===== config.mk =====
export PLATFORM = sky130hd
export DESIGN_NAME = iir_direct_form_one_filter
export DESIGN_NICKNAME = d
export VERILOG_FILES = /design/src/hw/rtl/iirdf1_pkg.sv /design/src/hw/rtl/iirdf1_seq.sv /design/src/hw/rtl/iirdf1_dp.sv /design/src/hw/rtl/iir_direct_form_one_filter.sv
export SDC_FILE = /design/constraint.sdc
export NUM_CORES = 1
export LEC_CHECK = 0
export BUFFER_PORTS_ARGS = -buffer_cell sky130_fd_sc_hd__buf_2
export CAP_MARGIN = 25
export CORE_UTILIZATION = 61
export DETAILED_ROUTE_END_ITERATION = 6
export PLACE_DENSITY = 0.76
export SLEW_MARGIN = 20
export SYNTH_ARGS = -nofsm -noshare
export SYNTH_HDL_FRONTEND = slang
export SYNTH_HIERARCHICAL = 1
export SYNTH_SLANG_ARGS = --single-unit

===== constraint.sdc =====
create_clock -name clk -period 15.6 [get_ports clk]
set_input_delay 0.78 -clock clk [delete_from_list [all_inputs] [get_ports clk]]
set_output_delay 0.78 -clock clk [all_outputs]
set_load 0.02 [all_outputs]

===== src/hw/rtl/iirdf1_pkg.sv =====
// types, constants and the control store of the direct form one filter
package iirdf1_pkg;

	localparam int ORDER    = 3;
	localparam int HIST_D   = 3;
	localparam int NUM_REGS = 7;
	localparam int SMP_W    = 16;
	localparam int COEF_W   = 18;
	localparam int IDX_W    = 3;
	localparam int PROD_W   = SMP_W + COEF_W;
	localparam int ACC_W    = PROD_W + 2;
	localparam int FRAC_SH  = 14;
	localparam int YF_W     = ACC_W - FRAC_SH;
	localparam int PC_W     = 4;
	localparam int TAP_W    = 3;

	// tap codes: coefficient and the operand it multiplies
	localparam logic [TAP_W-1:0] TAP_B0 = 3'd0;
	localparam logic [TAP_W-1:0] TAP_B1 = 3'd1;
	localparam logic [TAP_W-1:0] TAP_B2 = 3'd2;
	localparam logic [TAP_W-1:0] TAP_B3 = 3'd3;
	localparam logic [TAP_W-1:0] TAP_A1 = 3'd4;
	localparam logic [TAP_W-1:0] TAP_A2 = 3'd5;
	localparam logic [TAP_W-1:0] TAP_A3 = 3'd6;

	// program labels
	localparam logic [PC_W-1:0] PC_IDLE   = 4'd0;
	localparam logic [PC_W-1:0] PC_FIRST  = 4'd1;
	localparam logic [PC_W-1:0] PC_FINISH = 4'd9;
	localparam logic [PC_W-1:0] PC_CLEAR  = 4'd10;

	typedef enum logic [1:0] {
		H_NONE,
		H_NO_IN,
		H_OUT_FULL
	} hold_t;

	typedef enum logic [1:0] {
		J_NEVER,
		J_ALWAYS,
		J_CLEAR
	} jmp_t;

	typedef enum logic [1:0] {
		MAC_NONE,
		MAC_LOAD,
		MAC_ADD,
		MAC_SUB
	} mac_t;

	typedef struct packed {
		hold_t            hold;
		jmp_t             jmp;
		logic [PC_W-1:0]  tgt;
		logic [TAP_W-1:0] tap;
		mac_t             mac;
		logic             take;
		logic             finish;
		logic             clear;
	} uword_t;

	// control bundle from sequencer to datapath
	typedef struct packed {
		logic [TAP_W-1:0] tap;
		mac_t             mac;
		logic             take;
		logic             finish;
		logic             clear;
	} ctl_t;

	function automatic uword_t uw(hold_t h, jmp_t j, logic [PC_W-1:0] t,
			logic [TAP_W-1:0] tp, mac_t m, logic tk, logic fin, logic clr);
		uword_t w;
		w.hold   = h;
		w.jmp    = j;
		w.tgt    = t;
		w.tap    = tp;
		w.mac    = m;
		w.take   = tk;
		w.finish = fin;
		w.clear  = clr;
		return w;
	endfunction

	// control store
	function automatic uword_t ucode_rom(logic [PC_W-1:0] pc);
		uword_t w;
		unique case (pc)
			4'd0:    w = uw(H_NO_IN, J_NEVER, PC_IDLE, TAP_B0, MAC_NONE, 1'b1, 1'b0, 1'b0);
			4'd1:    w = uw(H_NONE, J_CLEAR, PC_CLEAR, TAP_B0, MAC_LOAD, 1'b0, 1'b0, 1'b0);
			4'd2:    w = uw(H_NONE, J_NEVER, PC_IDLE, TAP_B1, MAC_ADD, 1'b0, 1'b0, 1'b0);
			4'd3:    w = uw(H_NONE, J_NEVER, PC_IDLE, TAP_B2, MAC_ADD, 1'b0, 1'b0, 1'b0);
			4'd4:    w = uw(H_NONE, J_NEVER, PC_IDLE, TAP_B3, MAC_ADD, 1'b0, 1'b0, 1'b0);
			4'd5:    w = uw(H_NONE, J_NEVER, PC_IDLE, TAP_A1, MAC_SUB, 1'b0, 1'b0, 1'b0);
			4'd6:    w = uw(H_NONE, J_NEVER, PC_IDLE, TAP_A2, MAC_SUB, 1'b0, 1'b0, 1'b0);
			4'd7:    w = uw(H_NONE, J_NEVER, PC_IDLE, TAP_A3, MAC_SUB, 1'b0, 1'b0, 1'b0);
			4'd8:    w = uw(H_NONE, J_NEVER, PC_IDLE, TAP_B0, MAC_NONE, 1'b0, 1'b0, 1'b0);
			4'd9:    w = uw(H_OUT_FULL, J_ALWAYS, PC_IDLE, TAP_B0, MAC_NONE,
					1'b0, 1'b1, 1'b0);
			4'd10:   w = uw(H_OUT_FULL, J_ALWAYS, PC_IDLE, TAP_B0, MAC_NONE,
					1'b0, 1'b0, 1'b1);
			default: w = uw(H_NONE, J_ALWAYS, PC_IDLE, TAP_B0, MAC_NONE, 1'b0, 1'b0, 1'b0);
		endcase
		return w;
	endfunction

	// taps past the filter order contribute nothing
	function automatic logic tap_used(logic [TAP_W-1:0] tap);
		logic u;
		if (tap <= TAP_B3) begin
			u = (32'(tap) <= ORDER);
		end else if (tap <= TAP_A3) begin
			u = (32'(tap) - 32'(TAP_B3) <= ORDER);
		end else begin
			u = 1'b0;
		end
		return u;
	endfunction

endpackage


===== src/hw/rtl/iirdf1_seq.sv =====
// microcode sequencer: step counter, control store and jump logic
module iirdf1_seq (
	input  logic                 clk,
	input  logic                 arst_n,
	input  logic                 in_valid,
	input  logic                 out_full,
	input  logic                 kind_q,
	output logic                 in_ready,
	output iirdf1_pkg::ctl_t     ctl
);
	import iirdf1_pkg::*;

	logic [PC_W-1:0] pc_q;
	uword_t          w;
	logic            hold;
	logic            jump;

	assign w = ucode_rom(pc_q);

	assign hold = ((w.hold == H_NO_IN) && !in_valid) ||
		((w.hold == H_OUT_FULL) && out_full);
	assign jump = (w.jmp == J_ALWAYS) || ((w.jmp == J_CLEAR) && kind_q);

	assign in_ready   = w.take;
	assign ctl.tap    = w.tap;
	assign ctl.mac    = w.mac;
	assign ctl.take   = w.take & ~hold;
	assign ctl.finish = w.finish & ~hold;
	assign ctl.clear  = w.clear & ~hold;

	always_ff @(posedge clk or negedge arst_n) begin
		if (!arst_n) begin
			pc_q <= PC_IDLE;
		end else if (!hold) begin
			pc_q <= jump ? w.tgt : pc_q + PC_W'(1);
		end
	end
endmodule


===== src/hw/rtl/iirdf1_dp.sv =====
// datapath: coefficient and history registers, shared mac, rounding and output register
module iirdf1_dp (
	input  logic                                    clk,
	input  logic                                    arst_n,
	input  iirdf1_pkg::ctl_t                        ctl,
	input  logic                                    kind,
	input  logic signed [iirdf1_pkg::SMP_W-1:0]     sample_in,
	input  logic                                    cfg_we,
	input  logic        [iirdf1_pkg::IDX_W-1:0]     cfg_index,
	input  logic signed [iirdf1_pkg::COEF_W-1:0]    cfg_data,
	input  logic                                    out_ready,
	output logic                                    kind_q,
	output logic                                    out_full,
	output logic                                    out_valid,
	output logic signed [iirdf1_pkg::SMP_W-1:0]     sample_out,
	output logic                                    saturated
);
	import iirdf1_pkg::*;

	localparam logic signed [ACC_W-1:0] ACC_RND = ACC_W'(1 << (FRAC_SH - 1));
	localparam logic signed [YF_W-1:0]  Y_MAX   = YF_W'((1 << (SMP_W - 1)) - 1);
	localparam logic signed [YF_W-1:0]  Y_MIN   = -YF_W'(1 << (SMP_W - 1));

	logic signed [COEF_W-1:0] coef_q [NUM_REGS];
	logic signed [SMP_W-1:0]  ih_q [HIST_D];
	logic signed [SMP_W-1:0]  yh_q [HIST_D];
	logic signed [SMP_W-1:0]  u_q;
	logic signed [SMP_W-1:0]  opnd;
	logic signed [COEF_W-1:0] coef;
	logic signed [PROD_W-1:0] prod_c;
	logic signed [PROD_W-1:0] prod_s1;
	mac_t                     mac_s1;
	logic signed [ACC_W-1:0]  acc_q;
	logic signed [YF_W-1:0]   y_full;
	logic signed [SMP_W-1:0]  y_sat;
	logic                     y_clip;
	logic                     out_vld_q;
	logic signed [SMP_W-1:0]  out_data_q;
	logic                     out_sat_q;

	always_comb begin
		case (ctl.tap)
			TAP_B0:  opnd = u_q;
			TAP_B1:  opnd = ih_q[0];
			TAP_B2:  opnd = ih_q[1];
			TAP_B3:  opnd = ih_q[2];
			TAP_A1:  opnd = yh_q[0];
			TAP_A2:  opnd = yh_q[1];
			TAP_A3:  opnd = yh_q[2];
			default: opnd = '0;
		endcase
		coef = tap_used(ctl.tap) ? coef_q[ctl.tap] : '0;
	end

	assign prod_c = coef * opnd;

	// round half up then clip
	assign y_full = acc_q[ACC_W-1:FRAC_SH];
	always_comb begin
		if (y_full > Y_MAX) begin
			y_sat  = Y_MAX[SMP_W-1:0];
			y_clip = 1'b1;
		end else if (y_full < Y_MIN) begin
			y_sat  = Y_MIN[SMP_W-1:0];
			y_clip = 1'b1;
		end else begin
			y_sat  = y_full[SMP_W-1:0];
			y_clip = 1'b0;
		end
	end

	always_ff @(posedge clk or negedge arst_n) begin
		if (!arst_n) begin
			for (int i = 0; i < NUM_REGS; i++) begin
				coef_q[i] <= '0;
			end
		end else if (cfg_we && (32'(cfg_index) < NUM_REGS)) begin
			coef_q[cfg_index] <= cfg_data;
		end
	end

	always_ff @(posedge clk or negedge arst_n) begin
		if (!arst_n) begin
			for (int i = 0; i < HIST_D; i++) begin
				ih_q[i] <= '0;
				yh_q[i] <= '0;
			end
		end else if (ctl.clear) begin
			for (int i = 0; i < HIST_D; i++) begin
				ih_q[i] <= '0;
				yh_q[i] <= '0;
			end
		end else if (ctl.finish) begin
			for (int i = HIST_D - 1; i > 0; i--) begin
				ih_q[i] <= ih_q[i-1];
				yh_q[i] <= yh_q[i-1];
			end
			ih_q[0] <= u_q;
			yh_q[0] <= y_sat;
		end
	end

	always_ff @(posedge clk or negedge arst_n) begin
		if (!arst_n) begin
			kind_q <= 1'b0;
			mac_s1 <= MAC_NONE;
			out_vld_q <= 1'b0;
		end else begin
			if (ctl.take) begin
				kind_q <= kind;
			end
			mac_s1 <= ctl.mac;
			if (ctl.finish || ctl.clear) begin
				out_vld_q <= 1'b1;
			end else if (out_ready) begin
				out_vld_q <= 1'b0;
			end
		end
	end

	always_ff @(posedge clk) begin
		if (ctl.take) begin
			u_q <= sample_in;
		end
		prod_s1 <= prod_c;
		case (mac_s1)
			MAC_LOAD: acc_q <= ACC_RND + ACC_W'(prod_s1);
			MAC_ADD:  acc_q <= acc_q + ACC_W'(prod_s1);
			MAC_SUB:  acc_q <= acc_q - ACC_W'(prod_s1);
			default:  acc_q <= acc_q;
		endcase
		if (ctl.finish) begin
			out_data_q <= y_sat;
			out_sat_q  <= y_clip;
		end else if (ctl.clear) begin
			out_data_q <= '0;
			out_sat_q  <= 1'b0;
		end
	end

	assign out_full   = out_vld_q & ~out_ready;
	assign out_valid  = out_vld_q;
	assign sample_out = out_data_q;
	assign saturated  = out_sat_q;
endmodule


===== src/hw/rtl/iir_direct_form_one_filter.sv =====
// top level of the direct form one recursive filter, order up to three
// each item is taken one at a time; a sample item runs seven products through one shared mac
// and a product register, then a final accumulate step and a round/clip step that loads the
// output register; a clear item instead zeroes the histories and the output register
// the next item is accepted while a finished result still waits in the output register
// reset (arst_n low, asynchronous): coefficients and histories zero, sequencer idle
module iir_direct_form_one_filter (
	input  logic                                 clk,
	input  logic                                 arst_n,
	// input items
	input  logic                                 s_axis_tvalid,
	output logic                                 s_axis_tready,
	input  logic [iirdf1_pkg::SMP_W-1:0]         s_axis_tdata,  // [15:0] sample_in
	input  logic                                 s_axis_tuser,  // [0] kind (1 = clear)
	// result items
	output logic                                 m_axis_tvalid,
	input  logic                                 m_axis_tready,
	output logic [iirdf1_pkg::SMP_W-1:0]         m_axis_tdata,  // [15:0] sample_out
	output logic                                 m_axis_tuser,  // [0] saturated
	// coefficient writes: 0..3 = b0..b3, 4..6 = a1..a3
	input  logic                                 cfg_we,
	input  logic [iirdf1_pkg::IDX_W-1:0]         cfg_index,
	input  logic [iirdf1_pkg::COEF_W-1:0]        cfg_data
);
	import iirdf1_pkg::*;

	ctl_t                     ctl;      // control word fields for this step
	logic                     kind_q;   // kind of the item in progress
	logic                     out_full; // output register occupied and not drained
	logic signed [SMP_W-1:0]  y_out;

	// step counter and control store
	iirdf1_seq u_seq (
		.clk      (clk),
		.arst_n   (arst_n),
		.in_valid (s_axis_tvalid),
		.out_full (out_full),
		.kind_q   (kind_q),
		.in_ready (s_axis_tready),
		.ctl      (ctl)
	);

	// mac, histories, coefficient registers and output register
	iirdf1_dp u_dp (
		.clk        (clk),
		.arst_n     (arst_n),
		.ctl        (ctl),
		.kind       (s_axis_tuser),
		.sample_in  ($signed(s_axis_tdata)),
		.cfg_we     (cfg_we),
		.cfg_index  (cfg_index),
		.cfg_data   ($signed(cfg_data)),
		.out_ready  (m_axis_tready),
		.kind_q     (kind_q),
		.out_full   (out_full),
		.out_valid  (m_axis_tvalid),
		.sample_out (y_out),
		.saturated  (m_axis_tuser)
	);

	assign m_axis_tdata = y_out;
endmodule


==> impl_metrics.env, run 1 <==
export IMPL_status="complete, no violations"
export IMPL_arrival_ns=10.66
export IMPL_critPathRequiredTime_ns=16.03
export IMPL_synth_common_cells="nor2_1 (412), inv_1 (401), fa_1 (291)"
export IMPL_synth_area_um2=27900
export IMPL_first_iter_violations=1811
export IMPL_yosysTopAreaCell="fa_1"
export IMPL_period_needed_ns=10.23
export IMPL_async_flop_share=0.691
export IMPL_hp_class="in2async"
export IMPL_synth_most_common_cell="nor2_1"
export IMPL_cts_num_sinks=333
export IMPL_globalplace_congestion=0.958
export IMPL_slew_violations=0
export IMPL_synth_seq_cells=333
export IMPL_cts_path_max_buffers=3
export IMPL_maxClockFrequency_ghz=0.0978
export IMPL_die_h_um=216
export IMPL_first_pass_iters=7
export IMPL_dieArea_um2=46600
export IMPL_fill_cells=3446
export IMPL_yosysTopAreaCellShare=0.209
export IMPL_synth_nets=3265
export IMPL_htreeDepth=2
export IMPL_grt_overflow=0
export IMPL_hold_buffers=0
export IMPL_synth_area_leaders="fa_1 (21%), dfrtp_1 (21%), edfxtp_1 (7.4%)"
export IMPL_slew_headroom=0.335
export IMPL_ys_seq_area_frac=0.305
export IMPL_start_kind="register"
export IMPL_port_buffers=61
export IMPL_ys_types=80
export IMPL_drive_above_1_share=0.132
export IMPL_ant_nets=0
export IMPL_cp_slowest_cell="a221oi_1"
export IMPL_critPathMaxStageDelay_ns=0.75
export IMPL_fin_crit_sh=0.656
export IMPL_wl_per_cell_um=19.8
export IMPL_vias=20500
export IMPL_syn_inst=2802
export IMPL_syn_to_final_growth_pct=7.98
export IMPL_crit_type="reg2reg"
export IMPL_met3_length_um=5210
export IMPL_wl_met2_um=33000
export IMPL_grt_start_max_net_pins=97
export IMPL_final_nets=3274
export IMPL_antenna_cells=0
export IMPL_top_layer_used="met4"
export IMPL_antenna_found_initial=1
export IMPL_fin_skew_ns=0.0207
export IMPL_cts_buffers=38
export IMPL_setup_violations_final=0
export IMPL_postCtsSetupRepairBufs=0
export IMPL_avgSynthCellArea_um2=9.96
export IMPL_tightest_slew_ns=0.998
export IMPL_clkTransAtPathRegs_ns=0.06
export IMPL_grt_pass1_wl_um=113000
export IMPL_hpwl_um=50600
export IMPL_r2r_worst_path_cells=31
export IMPL_yosysWarningCount=6
export IMPL_start_util=0.624
export IMPL_grt_use_total=0.306
export IMPL_via_per_inst=5.98
export IMPL_crit_fanout=64
export IMPL_cts_tree="yes"
export IMPL_cpMostUsedCell="fa_1"
export IMPL_timing_rr_start="u_seq/pc_q[0]"
export IMPL_r2r_end="u_dp/prod_s1[33]"
export IMPL_fin_setup_tns_ns=0
export IMPL_insertion_delay_ns=0.57
export IMPL_cts_resized=0
export IMPL_remaining_drc_errors=0
export IMPL_top_level_ports=62
export IMPL_end_kind="register"
export IMPL_met1Wirelength_um=27200
export IMPL_synth_enable_flop_cells=69
export IMPL_regToRegSetupSlack_ns=5.37
export IMPL_die_width_um=216
export IMPL_drv_cap=0
export IMPL_rows=77
export IMPL_fp_coreArea_um2=44700
export IMPL_drt_total_wl_um=68000
export IMPL_rsz0062_at_grt="false"
export IMPL_synth_ff_type="dfrtp_1"
export IMPL_grt_pass1_vias=21700
export IMPL_cp_startpoint="u_seq/pc_q[0]"
export IMPL_hold_viol=0
export IMPL_root_buffer="clkbuf_16"
==> state kept, by name, indices dropped and copies added (netlist names), 2 cells and up <==
| name | count |
|---|---|
| u_dp/sample_out | 16 |
| u_dp/yh_q | 48 |
| u_dp/acc_q | 36 |
| u_dp/coef_q | 126 |
| u_seq/pc_q | 4 |
| u_dp/mac_s1 | 2 |
| u_dp/u_q | 16 |
| u_dp/prod_s1 | 34 |
| u_dp/ih_q | 48 |
==> cell usage in the layout, fill, tap and decap left out, types with 35 or more instances in the layout <==
cell type / count
dfrtp_1: 229
clkbuf_16: 39
o21ai_0: 64
a21oi_1: 119
xor2_1: 43
mux2_2: 156
inv_1: 401
buf_4: 35
nand2_1: 171
buf_2: 60
ha_1: 129
nor2_1: 410
xnor2_1: 64
mux2i_1: 133
edfxtp_1: 69
fa_1: 291
==> worst max-delay path, delay by kind of cell (launching register included) <==
family                     cells  cell delay (ns)
AOI/OAI and AO/OA              9             2.78
xor gates and xnor gates       1             0.08
adders and majority gates      9             4.35
buffers and inverters          7             1.63
DFF                            1             0.43
muxes                          1             0.10
and+or+nand+nor                4             0.67
==> how the worst max path moves through the flow <==
stage / endpoint / slack [ns] / depth (start not counted)
after floorplan: u_dp/prod_s1[33] / 6.65 / 33
after global placement: u_dp/prod_s1[33] / 5.45 / 32
after detailed placement: u_dp/prod_s1[32] / 5.38 / 28
after CTS: u_dp/prod_s1[32] / 5.34 / 28
after global routing: u_dp/prod_s1[33] / 4.70 / 31
final: u_dp/prod_s1[33] / 5.37 / 31
==> kinds of logic after synthesis <==
family,synth area share
xor+xnor,0.0336
simple gates,0.114
fa+ha+maj,0.267
flops,0.305
buf+inv,0.0722
compound gates,0.0855
mux,0.123
==> cell type report <==
cell class	instances	area [um2]	area share
clock inverter	13	149	0.00494
inverter	404	1520	0.0503
timing repair buffer	97	606	0.0201
multi-input combinational	1937	17500	0.580
sequential	333	8510	0.282
tap	592	741	0.0246
clock buffer	56	1140	0.0378
==> routing by layer <==
metal / track usage / vias up
met4: 0.126 / 0
met2: 0.506 / 774
met5: 0 / -
met3: 0.0503 / 178
met1: 0.404 / 10300
li1: - / 9229
==> metrics by stage <==
stage               hold WS, ns  area, um2  worst slack [ns]  utilization  instances
floorplan                 0.474      27900              6.65            -       2802
global placement          0.481      28800              5.45        0.644       3360
detailed placement        0.487      28800              5.38        0.645       3363
CTS                       0.158      30100              5.34        0.674       3432
global route              0.203      30100              4.70        0.674       3432
finish                    0.155      30100              5.37        0.674       3432
Power of run 1 is left out: the tool's default activity adds up to more than one toggle a clock period on the data nets, which glitch-free logic cannot reach.
==> run 2, diff against run 1 <==
- ABC_AREA: unset -> 1
- clock period: 15.6 -> 9.7 ns (I/O delays scaled with it)
==> impl_metrics.env, run 2 <==
export IMPL_status="complete, no violations"
export IMPL_setup_violations_final=0
export IMPL_fin_setup_tns_ns=0
export IMPL_ant_nets=0
export IMPL_yosysTopAreaCell="fa_1"
export IMPL_ys_seq_area_frac=0.301
export IMPL_fill_cells=3844
export IMPL_slew_headroom=0.318
export IMPL_r2r_worst_path_cells=28
export IMPL_end_kind="register"
export IMPL_drv_cap=0
export IMPL_cpMostUsedCell="fa_1"
export IMPL_critPathRequiredTime_ns=10.13
export IMPL_clkTransAtPathRegs_ns=0.06
export IMPL_rows=78
export IMPL_htreeDepth=2
export IMPL_tightest_slew_ns=1.02
export IMPL_antenna_found_initial=1
export IMPL_grt_overflow=0
export IMPL_synth_seq_cells=333
export IMPL_first_iter_violations=2448
export IMPL_async_flop_share=0.691
export IMPL_grt_pass1_wl_um=131000
export IMPL_start_kind="register"
export IMPL_hold_depth=1
export IMPL_crit_type="reg2reg"
export IMPL_cts_path_max_buffers=3
export IMPL_critPathMaxStageDelay_ns=0.72
export IMPL_cts_num_sinks=333
export IMPL_insertion_delay_ns=0.57
export IMPL_die_h_um=217
export IMPL_hold_viol=0
export IMPL_die_width_um=217
export IMPL_layout_common_cells="nand2_1 (714), inv_1 (675), nor2_1 (367)"
export IMPL_synth_common_cells="nand2_1 (717), inv_1 (676), nor2_1 (368)"
export IMPL_grt_use_total=0.356
export IMPL_syn_inst=3498
export IMPL_arrival_ns=9.47
export IMPL_synth_area_um2=28300
export IMPL_first_pass_iters=6
export IMPL_postCtsSetupRepairBufs=0
export IMPL_syn_to_final_growth_pct=7.28
export IMPL_period_needed_ns=9.04
export IMPL_cp_slowest_cell="nor4_4"
export IMPL_grt_pass1_vias=24600
export IMPL_fin_skew_ns=0.0319
export IMPL_timing_rr_start="u_seq/pc_q[0]"
export IMPL_crit_fanout=35
export IMPL_hp_class="in2reg"
export IMPL_root_buffer="clkbuf_16"
export IMPL_hold_path_end="u_dp/u_q[8]"
export IMPL_vias=24000
export IMPL_cts_buffers=38
export IMPL_avgSynthCellArea_um2=8.08
export IMPL_hpwl_um=62000
export IMPL_top_level_ports=62
export IMPL_top_register="u_dp/coef_q"
export IMPL_antenna_cells=0
export IMPL_synth_most_common_cell="nand2_1"
export IMPL_drive_above_1_share=0.0647
export IMPL_start_util=0.620
export IMPL_slew_violations=0
export IMPL_synth_nets=3961
export IMPL_r2r_end="u_dp/prod_s1[21]"
export IMPL_min_delay_start="s_axis_tdata[8]"
export IMPL_largest_reg_flops=126
export IMPL_globalplace_congestion=0.998
export IMPL_remaining_drc_errors=0
export IMPL_regToRegSetupSlack_ns=0.66
export IMPL_largestRegisters="u_dp/coef_q (126), u_dp/ih_q (48), u_dp/yh_q (48)"
export IMPL_synth_ff_type="dfrtp_1"
export IMPL_wl_per_cell_um=19.4
export IMPL_maxClockFrequency_ghz=0.111
export IMPL_final_nets=3990
export IMPL_yosysWarningCount=6
export IMPL_final_common_cell="nand2_1"
export IMPL_drt_total_wl_um=80600
export IMPL_fin_crit_sh=0.932
export IMPL_synth_area_leaders="fa_1 (21%), dfrtp_1 (20%), nand2_1 (9.5%)"
export IMPL_cts_tree="yes"
export IMPL_ys_types=53
export IMPL_grt_start_max_net_pins=92
export IMPL_dieArea_um2=47200
export IMPL_yosysTopAreaCellShare=0.206
export IMPL_synth_enable_flop_cells=69
export IMPL_via_per_inst=5.77
export IMPL_fp_coreArea_um2=45600
export IMPL_rsz0062_at_grt="false"
export IMPL_port_buffers=61
run 2: changes by cell type after synthesis, moves of 32 or more:
cell / change
mux2_2: -155
inv_2: +32
o21ai_0: +196
clkbuf_1: -40
xnor2_1: -44
o22ai_1: +115
mux2i_1: -133
nand3_1: +77
a21oi_1: -35
inv_1: +275
nor2_1: -44
nand2_1: +546
run 2: kinds of logic after synthesis:
group | synth area share
AO/OA/AOI/OAI | 0.112
XOR/XNOR | 0.0248
adder cells (fa/ha/maj) | 0.263
buffers and inverters | 0.110
flip-flops | 0.301
multiplexers | 0.000398
AND/OR/NAND/NOR | 0.189
run 2: metrics by stage:
stage / cell area [um2] / utilization / worst slack (ns) / cells / hold WS [ns]
6_report: 30300 / 0.665 / 0.657 / 4156 / 0.0964
5_1_grt: 30300 / 0.665 / 0.0893 / 4156 / 0.0874
4_1_cts: 30300 / 0.665 / 0.680 / 4155 / 0.0829
3_5_place_dp: 29100 / 0.639 / 0.768 / 4085 / 0.470
3_3_place_gp: 29100 / 0.638 / 0.868 / 4083 / 0.463
2_1_floorplan: 28300 / - / 2.06 / 3498 / 0.189
run 2: critical path: cells and delay by family (launching register included):
kind / cells / cell delay (ns)
fa+ha+maj: 8 / 3.59
simple gates: 8 / 1.77
buf+inv: 7 / 1.47
compound gates: 4 / 1.32
flops: 1 / 0.45
xor+xnor: 1 / 0.29
run 2: layout make-up:
| cell class | count | area, um2 | area share |
|---|---|---|---|
| Clock buffer | 51 | 1040 | 0.0343 |
| Clock inverter | 18 | 139 | 0.00458 |
| Inverter | 709 | 2660 | 0.0878 |
| Multi-Input combinational cell | 2354 | 16700 | 0.550 |
| Sequential cell | 333 | 8510 | 0.281 |
| Tap cell | 600 | 751 | 0.0248 |
| Timing Repair Buffer | 91 | 562 | 0.0185 |
run 2: how the worst max path moves through the flow:
stage	start	endpoint	depth (start not counted)
3_3_place_gp	u_seq/pc_q[0]	u_dp/prod_s1[21]	29
3_5_place_dp	u_seq/pc_q[0]	u_dp/prod_s1[21]	28
2_1_floorplan	u_seq/pc_q[0]	u_dp/prod_s1[32]	34
6_report	u_seq/pc_q[0]	u_dp/prod_s1[21]	28
4_1_cts	u_seq/pc_q[0]	u_dp/prod_s1[21]	28
5_1_grt	u_seq/pc_q[0]	u_dp/prod_s1[32]	33
run 2: repair_timing:
action | in CTS | in global routing
gates resized for setup | 0 | 1
setup endpoints to repair | 0 | 1
endpoints found under the hold margin | 87 | 0
hold buffers | 1 | 0
run 2: metal layers:
metal | global-route usage | wire length [um]
met3 | 0.0500 | 6210
met5 | 0 | 0
met4 | 0.122 | 2780
met1 | 0.478 | 32900
met2 | 0.594 | 38800
Power of run 2 is left out for the same reason.
